### src/hw/rtl/hybrid_local_bimode_branch_predictor_assert.svh
// Assertion macros used by the predictor's top level.
// Each macro samples on the rising edge of clk and is disabled while rst_n is low.
`ifndef HYBRID_LOCAL_BIMODE_BRANCH_PREDICTOR_ASSERT_SVH
`define HYBRID_LOCAL_BIMODE_BRANCH_PREDICTOR_ASSERT_SVH

// Checks a property given in full, with its own implication and delays.
`define HLBP_ASSERT(label, prop) \
  label: assert property (@(posedge clk) disable iff (!rst_n) prop) \
    else $error("hlbp assertion failed");

// Checks that cons holds in the cycle after en.
`define HLBP_ASSERT_NEXT(label, en, cons) \
  label: assert property (@(posedge clk) disable iff (!rst_n) (en) |=> (cons)) \
    else $error("hlbp assertion failed");

`endif

### src/hw/rtl/hlbp_pkg.sv
`timescale 1ns / 1ps
`default_nettype none

package hlbp_pkg;

  // Default table geometry.
  localparam int DEF_PC_INDEX_BITS    = 10;
  localparam int DEF_LOCAL_HIST_BITS  = 10;
  localparam int DEF_GLOBAL_HIST_BITS = 13;
  localparam int DEF_CHOOSER_BITS     = 12;

  localparam int PC_W   = 32;
  localparam int QDEPTH = 2;

  // Reset states of the 2-bit counters.
  localparam logic [1:0] WN  = 2'd1;
  localparam logic [1:0] WT  = 2'd2;
  localparam logic [1:0] WNG = 2'd1;
  localparam logic [1:0] WG  = 2'd1;

  // One request word as it sits in the queue.
  typedef struct packed {
    logic            action;
    logic [PC_W-1:0] pc;
    logic            outcome;
  } req_t;

  // Head of the queue as the back end sees it.
  typedef struct packed {
    logic valid;
    req_t word;
  } head_t;

  // Status from the back end to the front end.
  typedef struct packed {
    logic take;
    logic clearing;
  } bk_stat_t;

  // A counter predicts taken in its two upper states.
  function automatic logic ctr_read(input logic [1:0] c);
    return c[1];
  endfunction

  // Saturating move of a 2-bit counter toward up or down.
  function automatic logic [1:0] ctr_move(input logic [1:0] c, input logic up);
    logic [1:0] r;
    r = c;
    if (up) begin
      if (c != 2'd3) r = c + 2'd1;
    end else begin
      if (c != 2'd0) r = c - 2'd1;
    end
    return r;
  endfunction

endpackage

`default_nettype wire

### src/hw/rtl/hlbp_front.sv
`timescale 1ns / 1ps
`default_nettype none

module hlbp_front (
  input  logic                   clk,
  input  logic                   rst_n,
  input  logic                   start,
  input  logic                   in_action,
  input  logic [31:0]            in_pc,
  input  logic                   in_outcome,
  input  hlbp_pkg::bk_stat_t     bk_stat,
  output logic                   busy,
  output hlbp_pkg::head_t        head
);
  import hlbp_pkg::*;

  localparam int PTR_W = (QDEPTH > 1) ? $clog2(QDEPTH) : 1;
  localparam int CNT_W = $clog2(QDEPTH + 1);

  req_t             fifo_r [QDEPTH];
  logic [PTR_W-1:0] wr_ptr_r;
  logic [PTR_W-1:0] rd_ptr_r;
  logic [CNT_W-1:0] count_r;
  logic             push;
  logic             pop;

  // The queue refuses words while full or while the tables are being cleared.
  assign busy = (count_r == CNT_W'(QDEPTH)) || bk_stat.clearing;
  assign push = start && !busy;
  assign pop  = bk_stat.take;

  assign head.valid = (count_r != '0);
  assign head.word  = fifo_r[rd_ptr_r];

  // Queue storage.
  always_ff @(posedge clk) begin
    if (push) begin
      fifo_r[wr_ptr_r] <= '{action: in_action, pc: in_pc, outcome: in_outcome};
    end
  end

  // Pointers and fill count.
  always_ff @(posedge clk) begin
    if (!rst_n) begin
      wr_ptr_r <= '0;
      rd_ptr_r <= '0;
      count_r  <= '0;
    end else begin
      if (push) begin
        wr_ptr_r <= (wr_ptr_r == PTR_W'(QDEPTH - 1)) ? '0 : wr_ptr_r + 1'b1;
      end
      if (pop) begin
        rd_ptr_r <= (rd_ptr_r == PTR_W'(QDEPTH - 1)) ? '0 : rd_ptr_r + 1'b1;
      end
      unique case ({push, pop})
        2'b10:   count_r <= count_r + 1'b1;
        2'b01:   count_r <= count_r - 1'b1;
        default: count_r <= count_r;
      endcase
    end
  end

endmodule

`default_nettype wire

### config.mk
export PLATFORM = sky130hd
export DESIGN_NAME = hlbp_front
export DESIGN_NICKNAME = d
export VERILOG_FILES = /design/src/hw/rtl/hybrid_local_bimode_branch_predictor_assert.svh /design/src/hw/rtl/hlbp_pkg.sv /design/src/hw/rtl/hlbp_front.sv
export SDC_FILE = /design/constraint.sdc
export NUM_CORES = 1
export LEC_CHECK = 0
export ABC_CLOCK_PERIOD_IN_PS = 7600
export CORE_ASPECT_RATIO = 0.7
export CORE_MARGIN = 4
export CORE_UTILIZATION = 65
export DETAILED_ROUTE_END_ITERATION = 10
export DONT_BUFFER_PORTS = 1
export MAX_ROUTING_LAYER = met4
export PLACE_DENSITY_LB_ADDON = 0.08
export SLEW_MARGIN = 25
export SYNTH_ARGS = -nofsm -noshare
export SYNTH_HDL_FRONTEND = slang
export SYNTH_SLANG_ARGS = --single-unit
### constraint.sdc
create_clock -name clk -period 7.6 [get_ports clk]
set_clock_uncertainty 0.2 [all_clocks]
set_input_delay 1.52 -clock clk [delete_from_list [all_inputs] [get_ports clk]]
set_output_delay 1.52 -clock clk [all_outputs]
set_load 0.02 [all_outputs]
Word level (Yosys, flattened, before mapping) --
Memory sizes are Yosys's and may differ from the RTL's. A register that Yosys moved wholly into a read port is not among the register bits. Index checks and enable logic that the tools add are counted.
Storage, ports and cells: register bits 4, bits in latches 0, bits in writable memories 68, memory bits (read-only) 0, input bits 39, output and inout bits 36, word-level logic and storage cells 23, memories kept 1
Memories:
- fifo_r | depth 2, bits a word 34, read ports 1, clocked after memory_dff 1, write ports 1, line hlbp_front.sv:20 | req_t fifo_r [QDEPTH];
Operators by class: add/subtract/negate cells 4, multiply operators 0, divide/modulo/power cells 0, magnitude comparators 0, eq/ne operators 3, shifts and indexed selects 0, multiplexer cells 7, bitwise operators 0, reduce and logical (&&, ||, !) cells 5
Operator list (count):
- two-way mux 1 bit | 6
- equality test 2 bit (second input constant) | 2
- case mux 2 bit (2 select lines) | 1
- nonzero test 2 bit | 2
- adder 1 bit (second input constant) | 2
- adder 2 x 1 -> 2 bit (second input constant) | 1
- equality test 2 x 1 -> 1 bit (second input constant) | 1
- subtractor 2 x 1 -> 2 bit (second input constant) | 1
- logical AND 1 bit | 1
- logical NOT 1 bit | 1
- logical OR 1 bit | 1

Longest topological paths before layout --
Gate-level depths: netlist (run 1).
depth after elaboration 6, mapped depth 6, mapped depth without buffers 6

Least setup slack after synthesis (run 1) --
OpenSTA, ideal clock, no wires.
kind input-to-reg, start input port bk_stat[0] (netlist bit), end memory fifo_r[0][0] (netlist bit), enable pin, setup time 425 ps, arrival 3205 ps, data required time 6975 ps, setup slack 3770 ps, cell stages on the path 2, path buffers 0, cells stage by stage nand3b_1 > nor2_1
Between the ends: word-level cells in the longest chain between the ends 5
RTL lines:
- start, declared | line hlbp_front.sv:11 | input hlbp_pkg::bk_stat_t bk_stat,
- logical OR 1 bit | line hlbp_front.sv:28 | assign busy = (count_r == CNT_W'(QDEPTH)) || bk_stat.clearing;
- logical NOT 1 bit | line hlbp_front.sv:29 | assign push = start && !busy;
- logical AND 1 bit | line hlbp_front.sv:29
- two-way mux 1 bit | line hlbp_front.sv:37 | if (push) begin
- two-way mux 1 bit (not written as such) | line hlbp_front.sv:38 | fifo_r[wr_ptr_r] <= '{action: in_action, pc: in_pc, outcome: in_outcome};
- end, declared | line hlbp_front.sv:20
No other way between the ends.

Worst setup path after layout (run 1) --
start input port bk_stat[0] (netlist bit), end output port busy
Between the ends: word-level cells in the longest chain between the ends 1
RTL lines:
- logical OR 1 bit | line hlbp_front.sv:28
- end, declared | line hlbp_front.sv:12 | output logic busy,
No other way between the ends.

==> results of run 1 <==
==> final cells by class <==
cell class,instances,area share
Clock inverter,5,0.00777
Inverter,1,0.00130
Clock buffer,11,0.0453
Multi-Input combinational cell,53,0.181
Sequential cell,73,0.739
Timing Repair Buffer,1,0.00259
Tap cell,52,0.0225
==> flip-flops by register name, summed over array words and instances, names as in the netlist, named ones only <==
signal / count
count_r: 2
wr_ptr_r: 1
rd_ptr_r: 1
fifo_r: 68
==> metal layers <==
| metal | vias up | wire (um) |
|---|---|---|
| li1 | 516 | - |
| met1 | 526 | 1500 |
| met2 | 53 | 2030 |
| met3 | 5 | 420 |
| met4 | 0 | 44 |
| met5 | - | 0 |
==> cell usage after synthesis (all sizes together) <==
cell type  count  share of area
inv            1         0.0014
edfxtp        68           0.76
buf            4         0.0075
o21ai          1         0.0019
xnor2          2         0.0065
nor2           2         0.0028
dfxtp          5          0.037
nand2          2         0.0028
and2           3         0.0070
mux2          34           0.14
mux2i          1         0.0037
nand2b         2         0.0047
nand3b         1         0.0028
ha             1         0.0047
xor2           1         0.0033
or3            1         0.0023
a21boi         1         0.0028
or2            1         0.0023
==> per-stage QoR <==
step                      area, um^2  power, mW   util  hold slack, ps
after floorplan                 2680      0.548      -             251
after global placement          2740      0.557  0.695             275
after detailed placement        2740      0.561  0.695             300
after CTS                       2900      0.789  0.734             309
after global routing            2900      0.816  0.734             339
final                           2900      0.781  0.734             309
==> worst min path at each step <==
| stage | start | to | cells after the start |
|---|---|---|---|
| 4_1_cts | count_r[1] | count_r[1] | 2 |
| 3_5_place_dp | count_r[1] | count_r[1] | 2 |
| 6_report | count_r[1] | count_r[1] | 2 |
| 5_1_grt | count_r[1] | count_r[1] | 2 |
| 3_3_place_gp | count_r[1] | count_r[1] | 2 |
| 2_1_floorplan | wr_ptr_r | wr_ptr_r | 2 |
==> logic make-up (layout without fill, tap and decap cells) <==
group,count (synthesis),count (layout),synth area share
compound gates,2,2,0.00467
xor+xnor,3,3,0.00982
fa+ha+maj,1,1,0.00467
buf+inv,5,18,0.00888
flops,73,73,0.800
mux,35,35,0.147
simple gates,12,12,0.0248
==> power groups by stage <==
| stage | Combinational, mW | Sequential, mW | Clock, mW |
|---|---|---|---|
| 6_report | 0.0819 | 0.469 | 0.230 |
| 5_1_grt | 0.0877 | 0.471 | 0.258 |
| 4_1_cts | 0.0835 | 0.469 | 0.236 |
| 3_5_place_dp | 0.0831 | 0.478 | 0 |
| 3_3_place_gp | 0.0812 | 0.476 | 0 |
| 2_1_floorplan | 0.0724 | 0.476 | 0 |
==> run summary, run 1 <==
FF-to-FF End -> fifo_r[1][16]
buffers plus inverters on the worst setup path -> 0
final setup vio count -> 0
Final min period -> 3460 ps
Crit Path Category -> in -> out
vias in the first global route -> 1,160
die footprint -> 5220 um^2
RR Startpoint -> count_r[0]
Crit Path Max Fanout -> 2
iteration-0 DRC count of the detailed router -> 62
drt pass-1 iters -> 3
CP Cell Sequence -> nand2b_1
vias after detailed routing -> 1,100
Synth Register Bits -> 73
Max Slew Vio Count -> 0
Clk pwr share -> 0.295
r2r setup slk -> 5420 ps
antenna violations before repair -> 0
TritonCTS clock tree -> built
clock slew at reported path FFs -> 60 ps
largest net degree at the start of global routing -> 35
unrepaired setup endpoints after global routing -> no
Final ANT Viol Nets -> 0
Crit path depth -> 1
Post-Syn Nets -> 171
part of the power in registers -> 0.600
CTS buffer count -> 9
commonest cells after routing, fill and taps aside -> edfxtp_1, mux2_2, clkbuf_8
Post-Layout Cell Count -> 196
worst setup margin -> 4140 ps
Starting Density -> 0.678
crit path from -> bk_stat[0]
overall routing resource usage -> 0.172
post-CTS sizing -> 0
vias per cell -> 5.61
met1 usage -> 0.169
# rows -> 19
setup bufs post-CTS -> 0
Yosys cell types -> 19
ANT cells -> 0
clock buffer depth -> 2
die width -> 84.7 um
fmax -> 289 MHz
Worst slew margin -> 0.369
commonest non-fill, non-tap cell in the layout -> edfxtp_1
CP required -> 5880 ps
clk_lat worst skew -> 320 ps
LEAKAGE -> 0.931 nW
area taken by multi-input logic gates -> 526 um^2
PwrDens -> 270 nW/um^2
WL final -> 4000 um
grt peak-use layer -> met2
Worst Setup End Kind -> output port
sequential cell area -> 2140 um^2
hold buffer count at CTS -> 0
total negative slack -> 0 ps
Worst Setup EP -> busy
Avg WL per Cell -> 20.4 um
CP peak stage delay -> 220 ps
status -> complete, no violations
Crit path max-delay family -> simple AND/OR/NAND/NOR gates
switching power total -> 0.178 mW
internal power -> 0.604 mW
layout overhead on the synthesized area -> 8.27%
Placement Setup Slack -> 4130 ps
Post-Syn Area per Cell -> 20.4 um^2
Reg2Reg Depth -> 3
max-cap violations -> 0
Arr. time, crit path -> 1740 ps
Comb pwr share -> 0.105
Tcrit/Tclk final -> 0.456
M2 GR Usage -> 0.281
filler cell count in the final layout -> 232
Net Sw Frac -> 0.228
root buffer cell -> clkbuf_8
slowest stage cell, crit path -> nand2b_1
core area -> 3950 um^2
fin nets -> 179
GP Congestion -> 0.674
worst slew pin tran -> 945 ps
synthesized instance count -> 131
first-pass GRT wire length -> 5910 um
peak supply drop -> 0.000267 V
Placed Cells -> 180
Die H -> 61.7 um
IO buf count -> 0
worst min path class -> reg -> reg
layout cells sized above 1 -> 0.299
IO Count -> 75
Yosys Warn Count -> 0
Final Hold Viols -> 0
# DRC -> 0
Clock Sinks -> 73
CP startpoint kind -> input port
GR Layer Usage met3 -> 0.110
post-synthesis sequential area ratio -> 0.800
total global routing overflow -> 0
dpl hpwl -> 2770 um
Mapped Area -> 2680 um^2
H-tree levels -> 3
No activity file was read; power rests on OpenSTA's default activity.
==> run 2, diff against run 1 <==
- ABC_AREA: not set -> 1
- ABC_CLOCK_PERIOD_IN_PS: 7600 -> 3500
- CORE_UTILIZATION: 65 -> 62
- clock period: 7.6 -> 3.5 ns (I/O delays scaled with it)
==> run 2 against run 1 <==
Against the previous run: non-clock buffer count rose by 1; register-to-register slack got worse by 4000 ps; cell count rose by 8.7%; count of clock-buffer cells in the layout fell by 2; hold slack got worse by 47 ps; synthesized area rose by 6.8%.
==> run summary, run 2 <==
Crit path max-delay family -> flip-flops
max-cap violations -> 0 (unchanged)
# DRC -> 0 (unchanged)
GP Congestion -> 0.706 (+4.6%)
TritonCTS clock tree -> built
setup bufs post-CTS -> 0 (unchanged)
iteration-0 DRC count of the detailed router -> 37 (-40%)
total global routing overflow -> 0 (unchanged)
worst min path class -> in -> reg
ranking of synthesized cells by area -> edfxtp_1, mux2_4, dfxtp_1
Yosys cell types -> 15 (-4)
Synth Register Bits -> 73 (unchanged)
Post-Synth XOR/XNOR Area -> 0 (-0.00982)
Crit Path Max Fanout -> 18 (+16)
drt pass-1 iters -> 4 (+1)
post-synthesis sequential area ratio -> 0.750 (-0.0508)
total negative slack -> 0 ps (unchanged)
dpl cell area -> 2880 um^2 (+4.9%)
Synth async-reset ratio -> 0 (unchanged)
die footprint -> 5780 um^2 (+11%)
commonest cells after routing, fill and taps aside -> edfxtp_1, mux2_4, nand2_1
slowest stage cell, crit path -> dfxtp_2
fmax -> 371 MHz
clock slew at reported path FFs -> 70 ps (about the same)
LEAKAGE -> 1.12 nW (+21%)
Max Slew Vio Count -> 0 (unchanged)
CTS buffer count -> 9 (unchanged)
Yosys top cell area share -> 0.715 (-0.0484)
simple-gate share of the synthesized area -> 0.0350 (+0.0102)
status -> complete, no violations
CP required -> 2600 ps (-3280 ps)
adder-cell share of the synthesized area -> 0.00438 (-0.000297)
Clock Sinks -> 73 (unchanged)
vias after detailed routing -> 1,167 (+6.1%)
Arr. time, crit path -> 1800 ps (+60 ps)
top cells by count, synth -> edfxtp_1, mux2_4, nand2_1, nor2_1, inv_1
final setup vio count -> 0 (unchanged)
most flop-heavy register -> fifo_r
largest net degree at the start of global routing -> 35 (unchanged)
Starting Density -> 0.649 (-0.0293)
post-CTS sizing -> 0 (unchanged)
fin nets -> 193 (+7.8%)
layout overhead on the synthesized area -> 8.06%
vias per cell -> 5.48 (-2.4%)
CP startpoint kind -> flop
Yosys Warn Count -> 0 (unchanged)
Die H -> 64.8 um (+5.0%)
clock buffer depth -> 2 (unchanged)
Final ANT Viol Nets -> 0 (unchanged)
Crit Path Category -> reg -> out
Tcrit/Tclk final -> 0.771
root buffer cell -> clkbuf_8
top flop regs -> fifo_r x68, count_r x2
clk_lat worst skew -> 330 ps (about the same)
Final min period -> 2700 ps
layout cells sized above 1 -> 0.342 (+0.0432)
worst slew pin tran -> 972 ps (+27.5 ps)
# rows -> 20 (+1)
post-synthesis mux area share -> 0.173 (+0.0266)
PwrDens -> 596 nW/um^2 (+120%)
dpl hpwl -> 2800 um (+0.84%)
Final Hold Viols -> 0 (unchanged)
die width -> 89.1 um (+5.3%)
count leader, synth -> edfxtp_1
H-tree levels -> 3 (unchanged)
core area -> 4400 um^2 (+12%)
CP Cell Sequence -> buf_4, mux2_4
largest family of logic cells by synthesized area -> multiplexers
Worst Setup End Kind -> output port
peak supply drop -> 0.000473 V (+77%)
PnR Total Power -> 1.84 mW (+140%)
overall routing resource usage -> 0.161 (-0.0116)
Worst slew margin -> 0.350 (-0.0184)
Post-Syn Nets -> 184 (+7.6%)
first-pass GRT wire length -> 6290 um (+6.4%)
Main synth FF type -> edfxtp_1
area taken by multi-input logic gates -> 626 um^2 (+19%)
Avg WL per Cell -> 19.1 um (-6.2%)
Mapped Area -> 2860 um^2 (+6.8%)
unrepaired setup endpoints after global routing -> no
antenna violations before repair -> 0 (unchanged)
CP peak stage delay -> 670 ps (+450 ps)
area leader, netlist -> edfxtp_1
Post-synth EDFFs -> 68 (unchanged)
Post-Syn Area per Cell -> 19.8 um^2 (-2.9%)
Post-Layout Inst Area -> 3090 um^2 (+6.6%)
IO buf count -> 0 (unchanged)
vias in the first global route -> 1,231 (+6.1%)
Synth Area in Compound Gates -> 0.00350 (-0.00117)
sequential cell area -> 2140 um^2 (about the same)
synthesized instance count -> 144 (+9.9%)
WL final -> 4080 um (+1.9%)
IO Count -> 75 (unchanged)
hold buffer count at CTS -> 0 (unchanged)
buffers plus inverters on the worst setup path -> 1 (+1)
Largest register FFs -> 68 (unchanged)
filler cell count in the final layout -> 284 (+22%)
ANT cells -> 0 (unchanged)
commonest non-fill, non-tap cell in the layout -> edfxtp_1
## run 2: cell types whose count changed in the layout (fill, tap and decap cells not counted), moves of 3 or more
cell	delta
nor2_1	+8
mux2_2	-25
nand2_1	+8
mux2_4	+30
inv_1	+6
mux2_1	-5
and2_1	-3
## run 2: worst reg2reg max path, cell delays in order, from the launching register on
cell	delay, ps
dfxtp_1	360
inv_1	90
nand2_1	120
nand4_1	140
inv_1	520
buf_4	380
## run 2: logic make-up (layout without fill, tap and decap cells)
family / count (synthesis) / in the layout
adders and majority gates: 1 / 1
muxes: 34 / 34
AOI/OAI and AO/OA: 2 / 2
DFF: 73 / 73
and+or+nand+nor: 23 / 23
buffers and inverters: 11 / 25
## run 2: worst paths after layout
path | from | endpoint | slack (ps) | cells after the start
setup / recovery | flop | head[18] | 800 | 2
hold reg to reg | rd_ptr_r | flop | 300 | 2
hold / removal | in_pc[10] | fifo_r[1][11] | 260 | 0
setup reg to reg | count_r[0] | fifo_r[1][20] | 1390 | 5
## run 2: where the power goes
part	total [mW]	switching, mW	leakage [nW]	internal, mW
sequential	1.02	0.0194	0.665	0.996
combinational	0.158	0.0955	0.354	0.0622
clock	0.668	0.274	0.104	0.393
total	1.84	0.389	1.12	1.45
## run 2: per-layer routing
layer  up-vias  wire (um)  global-route usage  share of wire
met5         -          0                   -              0
met3         6        535               0.108           0.13
met2        52       2070               0.257           0.51
met1       554       1420               0.160           0.35
met4         0         49              0.0446          0.012
li1        555          -                   -              -
## run 2: final cells by class
class                      count  share of cell area
tap                           55              0.0223
sequential                    73               0.694
clock inverter                 7              0.0276
clock buffer                   9              0.0401
inverter                       7             0.00851
multi-input combinational     60               0.203
timing repair buffer           2             0.00486
## run 2: stage by stage
step / util / cells / worst slack [ps] / hold slack [ps]
final: 0.701 / 213 / 802 / 262
after detailed placement: 0.654 / 197 / 1110 / 293
after floorplan: - / 144 / 552 / 263
after global placement: 0.654 / 197 / 1170 / 280
after global routing: 0.701 / 213 / 703 / 229
after CTS: 0.701 / 213 / 763 / 240
==> run 3, diff against run 2 <==
- ABC_CLOCK_PERIOD_IN_PS: 3500 -> 2200
- CORE_UTILIZATION: 62 -> 56
- clock period: 3.5 -> 2.2 ns (I/O delays scaled with it)
==> run 3 against run 2 <==
Against the previous run: sequential cell count did not move; core utilization rose by 1.1 points; sequential power rose by 58%; largest cell class unchanged; first-iteration DRC count rose by 8.1%; clock power rose by 40%; hold slack got worse by 240 ps; critical path depth did not move.
==> run summary, run 3 (synthesized netlist as in run 2, its figures left out) <==
status -> complete, no violations
r2r setup slk -> 430 ps (-960 ps)
worst min path class -> in -> reg
final setup vio count -> 0 (unchanged)
GP Congestion -> 0.751 (+6.4%)
iteration-0 DRC count of the detailed router -> 40 (+8.1%)
Placed Cells -> 215 (+9.1%)
commonest non-fill, non-tap cell in the layout -> edfxtp_1
Final min period -> 2060 ps
core area -> 4860 um^2 (+10%)
slowest stage cell, crit path -> dfxtp_4
# rows -> 21 (+5.0%)
Crit Path Category -> reg -> out
total global routing overflow -> 0 (unchanged)
Comb pwr share -> 0.115 (+0.029)
vias per cell -> 5.04 (-8.0%)
Worst slew margin -> 0.834 (+0.483)
worst slew pin tran -> 250 ps (-723 ps)
overall routing resource usage -> 0.157 (-0.00348)
H-tree levels -> 3 (unchanged)
Post-Layout Cell Count -> 265 (+24%)
PwrDens -> 831 nW/um^2 (+39%)
root buffer cell -> clkbuf_8
# DRC -> 0 (unchanged)
unrepaired setup endpoints after global routing -> no
layout overhead on the synthesized area -> 21.1%
LEAKAGE -> 1.28 nW (+14%)
Net Sw Frac -> 0.218 (+0.00690)
CP Cell Sequence -> buf_12, mux2_2
largest net degree at the start of global routing -> 18 (-49%)
ANT cells -> 0 (unchanged)
Clk pwr share -> 0.325 (-0.038)
internal power -> 2.25 mW (+55%)
peak supply drop -> 0.000658 V (+39%)
die footprint -> 6330 um^2 (+9.5%)
Die H -> 67.8 um (+4.6%)
TritonCTS clock tree -> built
part of the power in registers -> 0.560 (+0.008)
drt pass-1 iters -> 4 (unchanged)
total negative slack -> 0 ps (unchanged)
layout cells sized above 1 -> 0.286 (-0.0561)
Avg WL per Cell -> 17.2 um (-9.9%)
WL final -> 4570 um (+12%)
CTS buffer count -> 9 (unchanged)
Arr. time, crit path -> 1420 ps (-380 ps)
fin nets -> 231 (+20%)
CP peak stage delay -> 460 ps (-210 ps)
CP startpoint kind -> flop
dpl hpwl -> 3240 um (+16%)
clock buffer depth -> 2 (unchanged)
vias in the first global route -> 1,391 (+13%)
Starting Density -> 0.588 (-0.0610)
Clock Sinks -> 73 (unchanged)
clk_lat worst skew -> 330 ps (about the same)
most flop-heavy register -> fifo_r
commonest cells after routing, fill and taps aside -> edfxtp_1, dlygate4sd3_1, mux2_4
clock slew at reported path FFs -> 60 ps (about the same)
first-pass GRT wire length -> 6780 um (+7.8%)
switching power total -> 0.628 mW (+61%)
antenna violations before repair -> 0 (unchanged)
Crit Path Max Fanout -> 17 (-1)
setup bufs post-CTS -> 0 (unchanged)
Post-Route Utilization -> 0.712 (+0.0108)
Worst Setup End Kind -> output port
die width -> 93.4 um (+4.8%)
CP required -> 1560 ps (-1040 ps)
Max Slew Vio Count -> 0 (unchanged)
vias after detailed routing -> 1,336 (+14%)
IO Count -> 75 (unchanged)
max-cap violations -> 0 (unchanged)
Final Hold Viols -> 0 (unchanged)
Largest register FFs -> 68 (unchanged)
Final ANT Viol Nets -> 0 (unchanged)
Tcrit/Tclk final -> 0.935
fmax -> 486 MHz
IO buf count -> 0 (unchanged)
top flop regs -> fifo_r x68, count_r x2
-- run 3: changes by cell type in the layout (fill, tap and decap cells not counted), sizes merged --
| cell | change |
|---|---|
| clkinvlp | -1 |
| dlygate4sd3 | +34 |
| clkinv | -1 |
| buf | +4 |
| bufinv | -1 |
| clkbuf | +3 |
-- run 3: worst max-delay path: cells and delay by family (launching register included) --
family,cells,cell delay (ps)
buf+inv,1,210
mux,1,410
flops,1,460
-- run 3: per-layer routing --
metal  global-route usage  up-vias  share of wire
li1                     -      636              -
met1                0.157      640           0.40
met2                0.271       50           0.52
met3               0.0702       10          0.069
met4               0.0676        0          0.016
met5                    -        -              0
-- run 3: final timing paths --
kind	start	endpoint	depth (start not counted)
setup / recovery	flop	head[22]	2
hold reg to reg	rd_ptr_r	rd_ptr_r	2
setup reg to reg	count_r[0]	count_r[1]	9
hold / removal	rst_n	count_r[1]	2
-- run 3: per-stage QoR --
step	hold WS, ps	power, mW	worst slack, ps	cell area (um^2)
global placement	280	1.90	424	2940
detailed placement	290	1.92	396	2940
floorplan	263	1.88	74.1	2860
global route	21.7	2.99	86.6	3460
CTS	7.70	2.91	20.7	3460
finish	25.4	2.88	142	3460
-- run 3: area by class of cell --
cell class | count | area [um^2]
tap | 69 | 86.3
multi-input combinational | 60 | 626
sequential | 73 | 2150
inverter | 7 | 26.3
fill | 296 | 1400
timing repair buffer | 40 | 398
clock buffer | 12 | 135
clock inverter | 4 | 43.8
-- run 3: timing repair --
action,4_1_cts,5_1_grt
gates resized for setup,0,1
hold buffers,34,0
endpoints found under the setup margin,0,10
hold endpoints to repair,68,0
-- run 3: power by group through the flow --
stage | sequential [mW] | combinational (mW) | clock [mW]
after floorplan | 1.63 | 0.255 | 0
after global placement | 1.64 | 0.267 | 0
after detailed placement | 1.64 | 0.278 | 0
after CTS | 1.61 | 0.335 | 0.960
after global routing | 1.61 | 0.353 | 1.02
final | 1.61 | 0.331 | 0.936
